$ cat src/cla_pkg.sv
// Shared types, constants and helper functions of the command line assembler.
package cla_pkg;

    localparam int BUF_SIZE   = 64;
    localparam int ADDR_W     = $clog2(BUF_SIZE);
    localparam int COUNT_W    = 6;
    localparam int ABORT_LEN  = 5;
    localparam int LETTER_W   = 3;

    localparam logic [7:0] CH_CR    = 8'h0D;
    localparam logic [7:0] CH_LF    = 8'h0A;
    localparam logic [7:0] CH_SPACE = 8'h20;
    localparam logic [7:0] CH_TAB   = 8'h09;

    typedef enum logic [1:0] {
        OP_BYTE    = 2'd0,
        OP_TAKE    = 2'd1,
        OP_ABORT   = 2'd2,
        OP_RESTART = 2'd3
    } opcode_t;

    typedef enum logic [2:0] {
        K_STATUS = 3'd0,
        K_CHAR   = 3'd1,
        K_EMPTY  = 3'd2,
        K_NONE   = 3'd3,
        K_ABORT  = 3'd4
    } kind_t;

    typedef struct packed {
        kind_t                kind;
        logic [7:0]           line_char;
        logic                 last;
        logic [COUNT_W-1:0]   char_count;
        logic                 line_ready;
        logic                 cr_seen;
        logic                 overflowed;
        logic                 abort_match;
    } result_t;

    typedef struct packed {
        logic is_blank;
        logic is_cr;
        logic is_lf;
        logic letter_match;
    } char_class_t;

    // Lowercase letters of the abort keyword, by position.
    function automatic logic [7:0] abort_letter(input logic [LETTER_W-1:0] pos);
        logic [7:0] ch;
        begin
            case (pos)
                3'd0:    ch = 8'h61;
                3'd1:    ch = 8'h62;
                3'd2:    ch = 8'h6F;
                3'd3:    ch = 8'h72;
                3'd4:    ch = 8'h74;
                default: ch = 8'hFF;
            endcase
            return ch;
        end
    endfunction

endpackage

$ cat src/cla_ram.sv
// Generic single-port-write, single-port-read RAM with registered read data.
module cla_ram #(
    parameter int WIDTH = 8,
    parameter int DEPTH = 64
) (
    input  logic                     clk,
    input  logic                     we,
    input  logic [$clog2(DEPTH)-1:0] waddr,
    input  logic [WIDTH-1:0]         wdata,
    input  logic                     re,
    input  logic [$clog2(DEPTH)-1:0] raddr,
    output logic [WIDTH-1:0]         rdata
);

    logic [WIDTH-1:0] mem [DEPTH];
    logic [WIDTH-1:0] rdata_reg;

    always_ff @(posedge clk)
    begin
        if (we)
        begin
            mem[waddr] <= wdata;
        end
        if (re)
        begin
            rdata_reg <= mem[raddr];
        end
    end

    assign rdata = rdata_reg;

endmodule

$ cat src/cla_char_unit.sv
// Shared character classifier: control codes, blanks and case-folded keyword compare.
module cla_char_unit
    import cla_pkg::*;
(
    input  logic [7:0]          ch,
    input  logic [LETTER_W-1:0] letter_pos,
    output char_class_t         cls
);

    logic [7:0] folded;

    always_comb
    begin
        folded = ch;
        if (ch >= 8'h41 && ch <= 8'h5A)
        begin
            folded = ch + 8'h20;
        end
        cls.is_blank     = (ch == CH_SPACE) || (ch == CH_TAB);
        cls.is_cr        = (ch == CH_CR);
        cls.is_lf        = (ch == CH_LF);
        cls.letter_match = (folded == abort_letter(letter_pos));
    end

endmodule

$ cat src/command_line_assembler.sv
// Top level of the command line assembler: sequencer, line state and output register.
// Sequencing: a byte, restart or short-cut result passes through EXEC and EMIT into the output
// register, EMIT waiting until that register is free; a new input transfer is taken once the
// sequencer is back idle. Throughput: a take streams one character per cycle after the first
// read while the output register is free, and an abort check over the stored characters walks
// the line buffer once, one read per cycle.
// Reset clears the count, flags, sequencer and output valid; the line buffer is not cleared.
module command_line_assembler
    import cla_pkg::*;
(
    input  logic        clk,
    input  logic        rst_n,
    input  logic        s_axis_tvalid,
    output logic        s_axis_tready,
    input  logic [7:0]  s_axis_tdata,   // [7:0] rx_byte
    input  logic [1:0]  s_axis_tuser,   // [1:0] opcode
    output logic        m_axis_tvalid,
    input  logic        m_axis_tready,
    output logic [23:0] m_axis_tdata,   // [7:0] line_char, [13:8] char_count,
                                        // [14] line_ready, [15] cr_seen,
                                        // [16] overflowed, [17] abort_match, [23:18] zero
    output logic [2:0]  m_axis_tuser,   // [2:0] kind
    output logic        m_axis_tlast    // last result of the input item
);

    // One-hot sequencer states. IDLE takes a transfer, EXEC decodes the operation,
    // EMIT hands a single result to the output register, TAKE streams the stored
    // characters and SCAN walks the buffer for the abort keyword.
    typedef enum logic [4:0] {
        S_IDLE = 5'b00001,
        S_EXEC = 5'b00010,
        S_EMIT = 5'b00100,
        S_TAKE = 5'b01000,
        S_SCAN = 5'b10000
    } state_t;

    state_t              state_reg, state_next;
    opcode_t             op_reg, op_next;
    logic [7:0]          byte_reg, byte_next;
    logic [COUNT_W-1:0]  total_reg, total_next;
    logic                cr_reg, cr_next;
    logic                done_reg, done_next;
    logic [ADDR_W-1:0]   idx_reg, idx_next;
    logic                found_reg, found_next;
    logic [LETTER_W-1:0] off_reg, off_next;
    logic                mism_reg, mism_next;
    logic                tail_reg, tail_next;
    result_t             pend_reg, pend_next;
    result_t             out_reg, out_next;
    logic                out_valid_reg, out_valid_next;

    logic                s_accept;
    logic                out_free;
    logic [7:0]          unit_ch;
    char_class_t         cls;
    logic                ram_we;
    logic                ram_re;
    logic [ADDR_W-1:0]   ram_raddr;
    logic [7:0]          ram_rdata;
    logic                take_last;
    logic                abort_hit;

    assign s_axis_tready = (state_reg == S_IDLE);
    assign s_accept      = s_axis_tvalid && s_axis_tready;
    assign out_free      = !out_valid_reg || m_axis_tready;

    // The one classifier serves the received byte during EXEC and buffer reads during SCAN.
    assign unit_ch = (state_reg == S_SCAN) ? ram_rdata : byte_reg;

    cla_char_unit u_char (
        .ch         (unit_ch),
        .letter_pos (off_reg),
        .cls        (cls)
    );

    cla_ram #(
        .WIDTH (8),
        .DEPTH (BUF_SIZE)
    ) u_line_buf (
        .clk   (clk),
        .we    (ram_we),
        .waddr (total_reg[ADDR_W-1:0]),
        .wdata (byte_reg),
        .re    (ram_re),
        .raddr (ram_raddr),
        .rdata (ram_rdata)
    );

    assign take_last = ((idx_reg + 1'b1) == pend_reg.char_count[ADDR_W-1:0]);

    always_comb
    begin
        state_next     = state_reg;
        op_next        = op_reg;
        byte_next      = byte_reg;
        total_next     = total_reg;
        cr_next        = cr_reg;
        done_next      = done_reg;
        idx_next       = idx_reg;
        found_next     = found_reg;
        off_next       = off_reg;
        mism_next      = mism_reg;
        tail_next      = tail_reg;
        pend_next      = pend_reg;
        out_next       = out_reg;
        out_valid_next = out_valid_reg && !m_axis_tready;
        ram_we         = 1'b0;
        ram_re         = 1'b0;
        ram_raddr      = '0;
        abort_hit      = 1'b0;

        case (state_reg)
            S_IDLE:
            begin
                if (s_accept)
                begin
                    op_next    = opcode_t'(s_axis_tuser);
                    byte_next  = s_axis_tdata;
                    state_next = S_EXEC;
                end
            end

            S_EXEC:
            begin
                pend_next            = '0;
                pend_next.last       = 1'b1;
                pend_next.char_count = total_reg;
                pend_next.line_ready = done_reg;
                pend_next.cr_seen    = cr_reg;
                state_next           = S_EMIT;
                case (op_reg)
                    OP_BYTE:
                    begin
                        pend_next.kind = K_STATUS;
                        if (!done_reg)
                        begin
                            if (cls.is_cr)
                            begin
                                cr_next = 1'b1;
                            end
                            else if (cls.is_lf)
                            begin
                                done_next = 1'b1;
                            end
                            else if (total_reg < COUNT_W'(BUF_SIZE - 1))
                            begin
                                ram_we     = 1'b1;
                                total_next = total_reg + 1'b1;
                            end
                            else
                            begin
                                // The buffer is full: the whole line is dropped.
                                total_next           = '0;
                                cr_next              = 1'b0;
                                done_next            = 1'b0;
                                pend_next.overflowed = 1'b1;
                            end
                        end
                        pend_next.char_count = total_next;
                        pend_next.line_ready = done_next;
                        pend_next.cr_seen    = cr_next;
                    end

                    OP_TAKE:
                    begin
                        if (!done_reg)
                        begin
                            pend_next.kind = K_NONE;
                        end
                        else
                        begin
                            total_next = '0;
                            cr_next    = 1'b0;
                            done_next  = 1'b0;
                            if (total_reg == '0)
                            begin
                                pend_next.kind = K_EMPTY;
                            end
                            else
                            begin
                                pend_next.kind = K_CHAR;
                                idx_next       = '0;
                                ram_re         = 1'b1;
                                ram_raddr      = '0;
                                state_next     = S_TAKE;
                            end
                        end
                    end

                    OP_ABORT:
                    begin
                        pend_next.kind = K_ABORT;
                        if (done_reg && (total_reg != '0))
                        begin
                            idx_next   = '0;
                            found_next = 1'b0;
                            off_next   = '0;
                            mism_next  = 1'b0;
                            tail_next  = 1'b0;
                            ram_re     = 1'b1;
                            ram_raddr  = '0;
                            state_next = S_SCAN;
                        end
                    end

                    OP_RESTART:
                    begin
                        total_next           = '0;
                        cr_next              = 1'b0;
                        done_next            = 1'b0;
                        pend_next.kind       = K_STATUS;
                        pend_next.char_count = '0;
                        pend_next.line_ready = 1'b0;
                        pend_next.cr_seen    = 1'b0;
                    end

                    default:
                    begin
                        pend_next.kind = K_STATUS;
                    end
                endcase
            end

            S_EMIT:
            begin
                if (out_free)
                begin
                    out_next       = pend_reg;
                    out_valid_next = 1'b1;
                    state_next     = S_IDLE;
                end
            end

            S_TAKE:
            begin
                // Read data for idx_reg is held until the output register takes it.
                if (out_free)
                begin
                    out_next           = pend_reg;
                    out_next.line_char = ram_rdata;
                    out_next.last      = take_last;
                    out_valid_next     = 1'b1;
                    if (take_last)
                    begin
                        state_next = S_IDLE;
                    end
                    else
                    begin
                        idx_next  = idx_reg + 1'b1;
                        ram_re    = 1'b1;
                        ram_raddr = idx_reg + 1'b1;
                    end
                end
            end

            S_SCAN:
            begin
                // Leading blanks are skipped, the next five characters must spell the
                // keyword, and only blanks may follow them.
                if (!found_reg)
                begin
                    if (!cls.is_blank)
                    begin
                        found_next = 1'b1;
                        mism_next  = mism_reg || !cls.letter_match;
                        off_next   = off_reg + 1'b1;
                    end
                end
                else if (off_reg < LETTER_W'(ABORT_LEN))
                begin
                    mism_next = mism_reg || !cls.letter_match;
                    off_next  = off_reg + 1'b1;
                end
                else if (!cls.is_blank)
                begin
                    tail_next = 1'b1;
                end

                if ((idx_reg + 1'b1) == total_reg[ADDR_W-1:0])
                begin
                    abort_hit = found_next && (off_next == LETTER_W'(ABORT_LEN)) &&
                                !mism_next && !tail_next;
                    if (abort_hit)
                    begin
                        total_next = '0;
                        cr_next    = 1'b0;
                        done_next  = 1'b0;
                    end
                    pend_next.abort_match = abort_hit;
                    pend_next.char_count  = total_next;
                    pend_next.line_ready  = done_next;
                    pend_next.cr_seen     = cr_next;
                    state_next            = S_EMIT;
                end
                else
                begin
                    idx_next  = idx_reg + 1'b1;
                    ram_re    = 1'b1;
                    ram_raddr = idx_reg + 1'b1;
                end
            end

            default:
            begin
                state_next = S_IDLE;
            end
        endcase
    end

    always_ff @(posedge clk or negedge rst_n)
    begin
        if (!rst_n)
        begin
            state_reg     <= S_IDLE;
            total_reg     <= '0;
            cr_reg        <= 1'b0;
            done_reg      <= 1'b0;
            out_valid_reg <= 1'b0;
        end
        else
        begin
            state_reg     <= state_next;
            total_reg     <= total_next;
            cr_reg        <= cr_next;
            done_reg      <= done_next;
            out_valid_reg <= out_valid_next;
        end
    end

    always_ff @(posedge clk)
    begin
        op_reg    <= op_next;
        byte_reg  <= byte_next;
        idx_reg   <= idx_next;
        found_reg <= found_next;
        off_reg   <= off_next;
        mism_reg  <= mism_next;
        tail_reg  <= tail_next;
        pend_reg  <= pend_next;
        out_reg   <= out_next;
    end

    assign m_axis_tvalid = out_valid_reg;
    assign m_axis_tuser  = out_reg.kind;
    assign m_axis_tlast  = out_reg.last;
    assign m_axis_tdata  = {6'b0, out_reg.abort_match, out_reg.overflowed, out_reg.cr_seen,
                            out_reg.line_ready, out_reg.char_count, out_reg.line_char};

    // Once a transfer is taken, the sequencer is busy for at least the next cycle.
    assert property (@(posedge clk) disable iff (!rst_n)
        s_accept |=> !s_axis_tready)
        else $error("input taken while the previous item is still being decoded");

    // Only character results of a take can be followed by more results of the same item.
    assert property (@(posedge clk) disable iff (!rst_n)
        (m_axis_tvalid && (m_axis_tuser != K_CHAR)) |-> m_axis_tlast)
        else $error("single result without the last mark");

    // The abort flag is only raised on an abort answer.
    assert property (@(posedge clk) disable iff (!rst_n)
        (m_axis_tvalid && m_axis_tdata[17]) |-> (m_axis_tuser == K_ABORT))
        else $error("abort flag on a result that is not an abort answer");

    // The buffer is written only while a received byte is decoded.
    assert property (@(posedge clk) disable iff (!rst_n)
        ram_we |-> ((state_reg == S_EXEC) && (op_reg == OP_BYTE) && !done_reg))
        else $error("line buffer written outside byte decode");

endmodule

$ cat config.mk
export PLATFORM = sky130hd
export DESIGN_NAME = command_line_assembler
export DESIGN_NICKNAME = d
export VERILOG_FILES = /design/src/cla_pkg.sv /design/src/cla_ram.sv /design/src/cla_char_unit.sv /design/src/command_line_assembler.sv
export SDC_FILE = /design/constraint.sdc
export NUM_CORES = 1
export LEC_CHECK = 0
export ABC_AREA = 0
export BUFFER_PORTS_ARGS = -buffer_cell sky130_fd_sc_hd__buf_2
export CAP_MARGIN = 40
export CORE_UTILIZATION = 45
export DETAILED_ROUTE_END_ITERATION = 10
export SETUP_SLACK_MARGIN = 0.15
export SYNTH_ARGS = -nofsm -noshare
export SYNTH_HDL_FRONTEND = slang
export SYNTH_SLANG_ARGS = --single-unit
$ cat constraint.sdc
create_clock -name clk -period 3.4 [get_ports clk]
set_input_delay 0.17 -clock clk [delete_from_list [all_inputs] [get_ports clk]]
set_output_delay 0.17 -clock clk [all_outputs]
set_load 0.05 [all_outputs]
# Word-level counts from Yosys, hierarchy flattened
# Memories as Yosys holds them, arrays and structs flattened. A register that Yosys moved wholly into a read port is not among the register bits.
# Index checks and enable logic that the tools add are counted.
# totals
regBits	71
ramBits	512
inputBits	14
out_inout_bits	30
elab_cells	208
memories	1
# op_classes
add_sub_neg	4
order_cmp	4
n_eq_ne	35
n_mux	103
bitwise	1
reduce_logical	34
# memory_table
memory	words	word_bits	rd	rd_ports_with_merged_regs	wr	line	source
u_line_buf.mem	64	8	1	1	1	cla_ram.sv:15	logic [WIDTH-1:0] mem [DEPTH];
# ops
cell	count
two-way mux 6 bit	16
two-way mux 22 bit	2
case mux 22 bit (2 select lines)	1
two-way mux 1 bit	43
case mux 8 bit (5 select lines)	1
case mux 6 bit (2 select lines)	3
case mux 6 bit (3 select lines)	2
case mux 8 bit (2 select lines)	2
two-way mux 5 bit	6
case mux 5 bit (5 select lines)	1
== test 8 x 4 -> 1 bit (second input constant)	3
two-way mux 8 bit	3
two-way mux 3 bit	6
case mux 1 bit (2 select lines)	8
adder 6 x 1 -> 6 bit (second input constant)	2
== test 6 bit	2
!= test 2 bit (second input constant)	6
case mux 5 bit (2 select lines)	1
!= test 3 bit (second input constant)	3
case mux 3 bit (3 select lines)	1
AND reduction 3 bit	3
adder 8 x 6 -> 8 bit (second input constant)	1
== test 8 x 6 -> 1 bit (second input constant)	1
== test 8 bit	1
other kinds (39)	63

# Longest topological paths before layout
# Gate-level depths: netlist (run 1).
# depth
word_depth	17
mapped_depth	14
depth_no_buf	12

# Modules after synthesis
# From an unflattened synthesis (run 1), not the netlist that was laid out.
# unflattened
cells_unflattened	1351
hier_area_um2	24240.7
# modules_own_cells
mod	n_inst	cells_per_inst	area_each_um2	seq_area_each_um2
cla_ram	1	972	20270.7	15615.0
command_line_assembler	1	338	3673.5	2063.2
cla_char_unit	1	41	296.5	0.0

# Worst setup path after synthesis (run 1)
# No wires, ideal clock.
# synth_path
kind	register -> register
start	register byte_reg[0]
end	register pend_reg[8] (netlist name) (data pin)
setup_time_ns	0.261
t_arrival_ns	3.176
required_time_ns	3.139
setup_slack_ns	-0.037
path_stages_with_launch	10
n_path_buf	0
period_less_slack_ns	3.437
path_cell_list	edfxtp_1 or4_4 a2111oi_2 a21o_1 o211a_1 o21bai_2 a2111oi_4 o211ai_2 o21ba_4 a221o_1
# synth_lines
item	line	source
start, declared	command_line_assembler.sv:39	logic [7:0] byte_reg, byte_next;
start signal, assigned	command_line_assembler.sv:333	byte_reg <= byte_next;
end signal, assigned	command_line_assembler.sv:339	pend_reg <= pend_next;
end, declared	command_line_assembler.sv:48	result_t pend_reg, pend_next;

# Worst setup path after layout (run 1)
# layout_path
start	register idx_reg[0]
end	register u_line_buf.rdata_reg[2], in the netlist u_line_buf.rdata[2], read port of u_line_buf.mem (data pin)
# layout_between
elab_chain_len	5
word_cells_on_any_way	11
cone_classes	add/sub (1); eq/ne (2); mux (8)
# layout_rtl
item	line	source
start, declared	command_line_assembler.sv:43	logic [ADDR_W-1:0] idx_reg, idx_next;
start signal, assigned	command_line_assembler.sv:334	idx_reg <= idx_next;
adder 6 x 1 -> 6 bit (*)	-	
== test 6 bit	command_line_assembler.sv:89	assign take_last = ((idx_reg + 1'b1) == pend_reg.char_count[ADDR_W-1:0]);
two-way mux 1 bit or two-way mux 6 bit (tied branches)	command_line_assembler.sv:243	if (take_last)
two-way mux 1 bit or two-way mux 6 bit (tied branches)	command_line_assembler.sv:237	if (out_free)
case mux 1 bit (3 select lines) or case mux 6 bit (2 select lines) (tied branches)	command_line_assembler.sv:112	case (state_reg)
end, declared	cla_ram.sv:16	logic [WIDTH-1:0] rdata_reg;
# Every way passes the cells marked *; elsewhere a longest branch is shown, timed or not.
# A chain may end at the register's enable or synchronous reset.

==> reports/results.txt, run 1 <==
Clk root buf -> clkbuf_16
Fmax -> 0.304 GHz
Final non-filler cell total -> 2920
Critical path arrival -> 3.62 ns
Vias/cell -> 5.80
Vias in the first global route -> 16.6k
Max FO, Critical Path -> 8
Final worst-path cycle share -> 96.8%
N_diodes -> 0
Top cells by area, synth -> edfxtp_1, nand2_1, mux2i_1, nor2_1, o21ai_0
Synth Cell Area -> 25000 um^2
Status -> finished, final reports clean
Hold WC Path Type -> primary input to asynchronous set/reset pin
Leak pwr -> 11.1 nW
Core area -> 54300 um^2
Share of layout cells above drive strength 1 -> 26.0%
Min cycle time layout -> 3.29 ns
GRT Residual Overflow -> 0
Nets -> 2158
Total GRT Usage -> 26.5%
Synth warn -> 0
Seq/Total Area, Yosys -> 70.8%
Setup crit end kind -> flop
Post-DP Area -> 27600 um^2
Synth-to-Final Area Change -> 24.3%
Worst slack at placement -> -0.129 ns
Total number of vias -> 17.0k
Synth unique cells -> 91
Max IR drop VDD -> 0.380 mV
Syn avg cell area -> 13.7 um^2
Starting Density -> 45.9%
Site Rows -> 85
Number of max-cap violations -> 0
Setup ws final -> 0.109 ns
Worst setup SP type -> flop
Final core occ -> 57.1%
CP required -> 3.73 ns
Die Ht -> 238 um
Pre-antenna DRT Iters -> 7
Fin area -> 31000 um^2
EDFF count, synth -> 577
Setup-failing EPs final -> 0
Clock sinks -> 591
Slew @ Worst Pin -> 0.894 ns
ANT nets after route -> 0
Die ar. -> 56400 um^2
Max FFs per register -> 512
Crit Path Category -> flop to flop
Total power -> 17.3 mW
Worst skew pair latency -> 0.61 ns
Global-route wire length before repair -> 109000 um
Max Root-Sink Buffers -> 3
Count of input and output buffers -> 37
Final Skew -> 0.0279 ns
Share of the synthesized area in the top cell type -> 69.4%
Main synth FF type -> edfxtp_1
Placed cell count -> 2735
FILL cells -> 4294
Antenna violations before repair -> 0
Fin Hold WS -> 0.0401 ns
Fin Setup TNS -> 0 ns
Pwr Density -> 557 nW/um^2
Die Wd -> 238 um
Largest net degree at the start of global routing -> 65
Final max-slew violation count -> 0
Hpwl dp -> 48800 um
Drc violations -> 0
TritonCTS buffer count -> 66
Post-synth ARST share -> 2.37%
Final Routed Wirelength -> 74600 um
Clk slew on worst S/H paths -> 0.06 ns
H-tree depth reported by CTS -> 3
Routed len/inst -> 25.5 um
Cell accounting for the most synthesized area -> edfxtp_1
CTS tree -> done
RSZ-0062 raised after global routing -> yes
RD Place Congestion -> 0.967
DR iter-0 viols -> 1740
Yosys reg bits -> 591
Hold Vio Cnt, Final -> 0
Relative slew slack -> 40.4%
Gate Count Post-Synth -> 1825
Io pins -> 44
timing repair:
action,in CTS,in global routing
endpoints found under the hold margin,27,0
endpoints found under the setup margin,30,528
pin swaps,19,36
gates resized for setup,53,117
setup buffers,23,26
cloned,4,1
hold buffers,13,0
where the power goes:
group / internal [mW] / total (mW) / leakage (nW) / switching [mW]
clock network: 4.16 / 7.01 / 1.03 / 2.85
registers: 8.45 / 8.59 / 5.42 / 0.132
logic: 0.448 / 1.71 / 4.65 / 1.26
cell type report:
class | instances | area [um^2] | share of cell area (%)
Multi-Input combinational cell | 1118 | 7350 | 23.7
Timing Repair Buffer | 326 | 2860 | 9.21
Clock buffer | 78 | 1760 | 5.67
Clock inverter | 40 | 354 | 1.14
Tap cell | 739 | 925 | 2.98
Inverter | 28 | 113 | 0.363
Sequential cell | 591 | 17700 | 57.0
layer usage:
metal | wire (um) | track usage, % | share of wire (%)
met1 | 30100 | 35.6 | 40
met2 | 35600 | 43.2 | 48
met3 | 5930 | 3.99 | 7.9
met4 | 2900 | 11.3 | 3.9
met5 | 0 | 0 | 0
synth_stat cells, types with 6 or more instances:
cell      instances
edfxtp_1        577
nand2_1         282
nor2_1          154
o21ai_0          93
mux2i_1          82
a21oi_1          58
nand3_1          47
a31oi_1          42
buf_2            40
clkbuf_1         33
nor3_1           29
o22ai_1          29
inv_1            24
a211oi_1         19
xnor2_1          15
and2_1           14
dfrtp_1          13
ha_1             13
o211ai_1         13
o21ai_1          12
buf_4            10
mux2_2           10
a22oi_1           9
a311oi_1          9
and3_1            8
xor2_1            8
buf_1             7
o221ai_1          7
a211o_1           6
a31o_2            6
nand4_1           6
o31ai_1           6
final timing paths:
check	start	slack [ns]	depth (start not counted)	endpoint
worst max-delay path	idx_reg[0]	0.11	13	u_line_buf.rdata[2]
worst min-delay path	rst_n	0.04	2	done_reg
worst max register to register	idx_reg[0]	0.11	13	u_line_buf.rdata[2]
worst min register to register	pend_reg[20]	0.42	0	m_axis_tuser[1]
max in group asynchronous	rst_n	3.04	2	state_reg[0]
min in group clk	s_axis_tdata[2]	0.29	2	byte_reg[2]
cell usage in the layout, fill, tap and decap left out, types with 9 or more instances in the layout:
| cell | Yosys | routed |
|---|---|---|
| buf_12 | 0 | 21 |
| buf_6 | 3 | 28 |
| nand2_1 | 282 | 277 |
| nor3_1 | 29 | 25 |
| clkbuf_16 | 0 | 70 |
| dfrtp_1 | 13 | 13 |
| a21oi_1 | 58 | 53 |
| clkbuf_1 | 33 | 9 |
| nor2_1 | 154 | 118 |
| a211oi_1 | 19 | 16 |
| buf_2 | 40 | 37 |
| dlygate4sd3_1 | 0 | 13 |
| o21ai_0 | 93 | 70 |
| nand3_1 | 47 | 45 |
| and2_1 | 14 | 14 |
| xnor2_1 | 15 | 12 |
| mux2i_1 | 82 | 81 |
| edfxtp_1 | 577 | 577 |
| a22oi_1 | 9 | 9 |
| o22ai_1 | 29 | 24 |
| nor2_2 | 0 | 23 |
| ha_1 | 13 | 12 |
| buf_4 | 10 | 222 |
| nor2_4 | 2 | 15 |
| mux2_2 | 10 | 10 |
| a31oi_1 | 42 | 37 |
| o21ai_1 | 12 | 27 |
| clkinv_1 | 3 | 19 |
| inv_1 | 24 | 21 |
| clkinv_2 | 0 | 11 |
| o211ai_1 | 13 | 13 |
worst max-delay path, stage by stage, from the launching register on:
cell and delay [ns]:
edfxtp_1 0.42, ha_4 0.22, and3_4 0.21, xnor3_1 0.21, nand4_1 0.17, buf_4 0.16
o21ai_4 0.05, buf_6 0.12, a21oi_4 0.35, buf_4 0.19, mux2_1 0.34, o21ai_2 0.20
and4_2 0.31, a211oi_2 0.07
logic make-up after synthesis:
group                      count (synthesis)  share of synthesized area [%]
buffers and inverters                    121                           2.26
other                                      1                         0.0150
adders and majority gates                 13                          0.652
muxes                                    100                           4.34
AOI/OAI and AO/OA                        389                           10.6
xor gates and xnor gates                  28                           1.23
and+or+nand+nor                          582                           10.0
DFF                                      591                           70.8
Note: power is estimated with default switching activity, not from simulation.
==> run 2: changes to the inputs <==
--- a/config.mk
+++ b/config.mk
@@ -10,6 +10,7 @@
 export CAP_MARGIN = 40
 export CORE_UTILIZATION = 45
 export DETAILED_ROUTE_END_ITERATION = 10
+export PLACE_DENSITY = 0.73
 export SETUP_SLACK_MARGIN = 0.15
 export SYNTH_ARGS = -nofsm -noshare
 export SYNTH_HDL_FRONTEND = slang
==> run 2 against run 1 <==
  * Final area fell by 2.9%
  * Clock power is 5.4% lower
  * Non-clock buffer count decreased by 44
  * First-iteration DRC count is 27% higher
  * Clock-buffer cell count fell by 3
  * Sequential share of layout area grew 1.7 points
  * Sequential power hardly changed
  * Clock skew decreased by 0.0029 ns
  * Critical path type unchanged
  * Critical endpoint is now u_line_buf.rdata[6]
  * Largest cell class unchanged
  * Largest power group unchanged
==> reports/results.txt, run 2 (synthesis results as in run 1) <==
Min cycle time layout -> 3.34 ns (+0.0470 ns)
Core area -> 54300 um^2 (unchanged)
Vias/cell -> 5.98 (+3.1%)
Slew @ Worst Pin -> 0.881 ns (-0.0134 ns)
Minimum setup slack among reg-to-reg paths -> 0.06 ns (-0.05 ns)
RD Place Congestion -> 0.960 (-0.69%)
Metal3 WL -> 7330 um (+24%)
Placed cell count -> 2728 (-0.26%)
Crit Path Category -> flop to flop
Final Routed Wirelength -> 70600 um (-5.3%)
Worst skew pair latency -> 0.64 ns (+0.03 ns)
Max FFs per register -> 512 (unchanged)
Most frequent cells in the layout -> edfxtp_1, nand2_1, buf_4
Final non-filler cell total -> 2868 (-1.8%)
Routed len/inst -> 24.6 um (-3.6%)
Pwr Density -> 559 nW/um^2 (+0.26%)
Worst r2r path cells -> 11 (-2)
CP required -> 3.77 ns (+0.04 ns)
Total GRT Usage -> 24.9% (-1.6 points)
Max IR drop VDD -> 0.461 mV (+22%)
Io pins -> 44 (unchanged)
Fin Setup TNS -> 0 ns (unchanged)
Nets -> 2107 (-2.4%)
Synth-to-Final Area Change -> 20.7%
Antenna violations before repair -> 1 (+1)
Wl on met1 -> 27300 um (-9.5%)
Fmax -> 0.300 GHz (-1.4%)
Most common cell after layout, fill and taps aside -> edfxtp_1
Drc violations -> 0 (unchanged)
Relative slew slack -> 41.1% (+0.73 points)
Final worst-path cycle share -> 98.2% (+1.4 points)
Total number of vias -> 17.2k (+1.2%)
Max Root-Sink Buffers -> 3 (unchanged)
Final max-slew violation count -> 0 (unchanged)
Leak pwr -> 10.7 nW (-3.7%)
Count of input and output buffers -> 37 (unchanged)
Critical path arrival -> 3.71 ns (+0.09 ns)
Hold WC Path Type -> primary input to asynchronous set/reset pin
Global-route wire length before repair -> 104000 um (-4.3%)
Vias in the first global route -> 16.6k (+0.12%)
RSZ-0062 raised after global routing -> yes
Top sig layer -> met5
DR iter-0 viols -> 2214 (+27%)
Site Rows -> 85 (unchanged)
Met2 routed WL -> 33100 um (-7.3%)
Pre-antenna DRT Iters -> 6 (-1)
Clk slew on worst S/H paths -> 0.07 ns (about the same)
GRT Residual Overflow -> 0 (unchanged)
TritonCTS buffer count -> 57 (-14%)
Die Ht -> 238 um (unchanged)
Hpwl dp -> 46500 um (-4.8%)
H-tree depth reported by CTS -> 2 (-1)
Max FO, Critical Path -> 39 (+31)
Status -> finished, final reports clean
Setup-failing EPs final -> 0 (unchanged)
N_diodes -> 0 (unchanged)
Number of max-cap violations -> 0 (unchanged)
Largest net degree at the start of global routing -> 65 (unchanged)
Share of layout cells above drive strength 1 -> 22.9% (-3.2 points)
ANT nets after route -> 0 (unchanged)
Final Skew -> 0.0250 ns (-0.00292 ns)
Clock sinks -> 591 (unchanged)
Clk root buf -> clkbuf_16
Starting Density -> 45.9% (unchanged)
Hold Vio Cnt, Final -> 0 (unchanged)
CTS tree -> done
Die Wd -> 238 um (unchanged)
Die ar. -> 56400 um^2 (unchanged)
Setup crit end kind -> flop
Worst setup SP type -> flop
==> run 2: cell types whose count changed in the layout (fill, tap and decap cells not counted), moves of 6 or more <==
cell	delta
clkbuf_1	+6
clkinv_1	-10
nor2_1	+8
buf_6	-19
buf_4	-18
o21ai_0	+16
clkbuf_16	-12
o21ai_1	-13
==> run 2: power breakdown <==
part	switching (mW)	internal [mW]	total, mW
Combinational	1.21	0.420	1.63
Sequential	0.128	8.45	8.58
Clock	2.76	3.88	6.63
Total	4.09	12.7	16.8
==> run 2: worst paths after layout <==
check	end	start
worst max-delay path	u_line_buf.rdata[6]	state_reg[1]
worst min-delay path	state_reg[0]	rst_n
worst max register to register	u_line_buf.rdata[6]	state_reg[1]
worst min register to register	m_axis_tdata[17]	pend_reg[0]
max in group asynchronous	m_axis_tvalid	rst_n
min in group clk	byte_reg[4]	s_axis_tdata[4]
==> run 2: repair_timing <==
item | CTS | global route
endpoints found under the setup margin | 55 | 332
buffers inserted | 5 | 11
hold buffers | 14 | 0
hold endpoints to repair | 27 | 0
gates cloned | 1 | 1
pin swaps | 6 | 15
gates resized for setup | 34 | 57
==> run 2: layer usage <==
metal | track usage (%) | vias up
li1 | - | 7461
met3 | 5.14 | 189
met4 | 11.8 | 2
met1 | 33.0 | 8456
met5 | 0 | -
met2 | 39.5 | 1050
==> run 2: cell type report <==
| type | instances | area, um^2 |
|---|---|---|
| timing repair buffer | 282 | 2320 |
| tap | 739 | 925 |
| inverter | 28 | 108 |
| sequential | 591 | 17700 |
| fill | 4216 | 24200 |
| clock inverter | 33 | 425 |
| multi-input combinational | 1120 | 7140 |
| clock buffer | 75 | 1540 |
==> run 2: stage by stage <==
stage	utilization [%]	area [um^2]	worst slack, ns	total power [mW]	hold WS [ns]
after floorplan	-	25000	0.0108	9.57	-0.126
after global placement	50.7	27500	-0.0503	10.2	0.110
after detailed placement	50.7	27500	-0.127	10.3	0.119
after CTS	54.9	29800	0.151	16.9	0.0570
after global routing	55.4	30100	0.00204	17.3	0.101
final	55.4	30100	0.0623	16.8	0.0868
==> run 2: critical path, stage by stage, from the launching register on <==
cell and delay, ns:
dfrtp_1 0.43, or3_4 0.42, or3_4 0.48, buf_12 0.21, buf_4 0.26, nand2_1 0.09
nand3_1 0.08, a311oi_2 0.31, a211oi_2 0.11, a211oi_2 0.29, a32o_2 0.23, mux2i_1 0.10
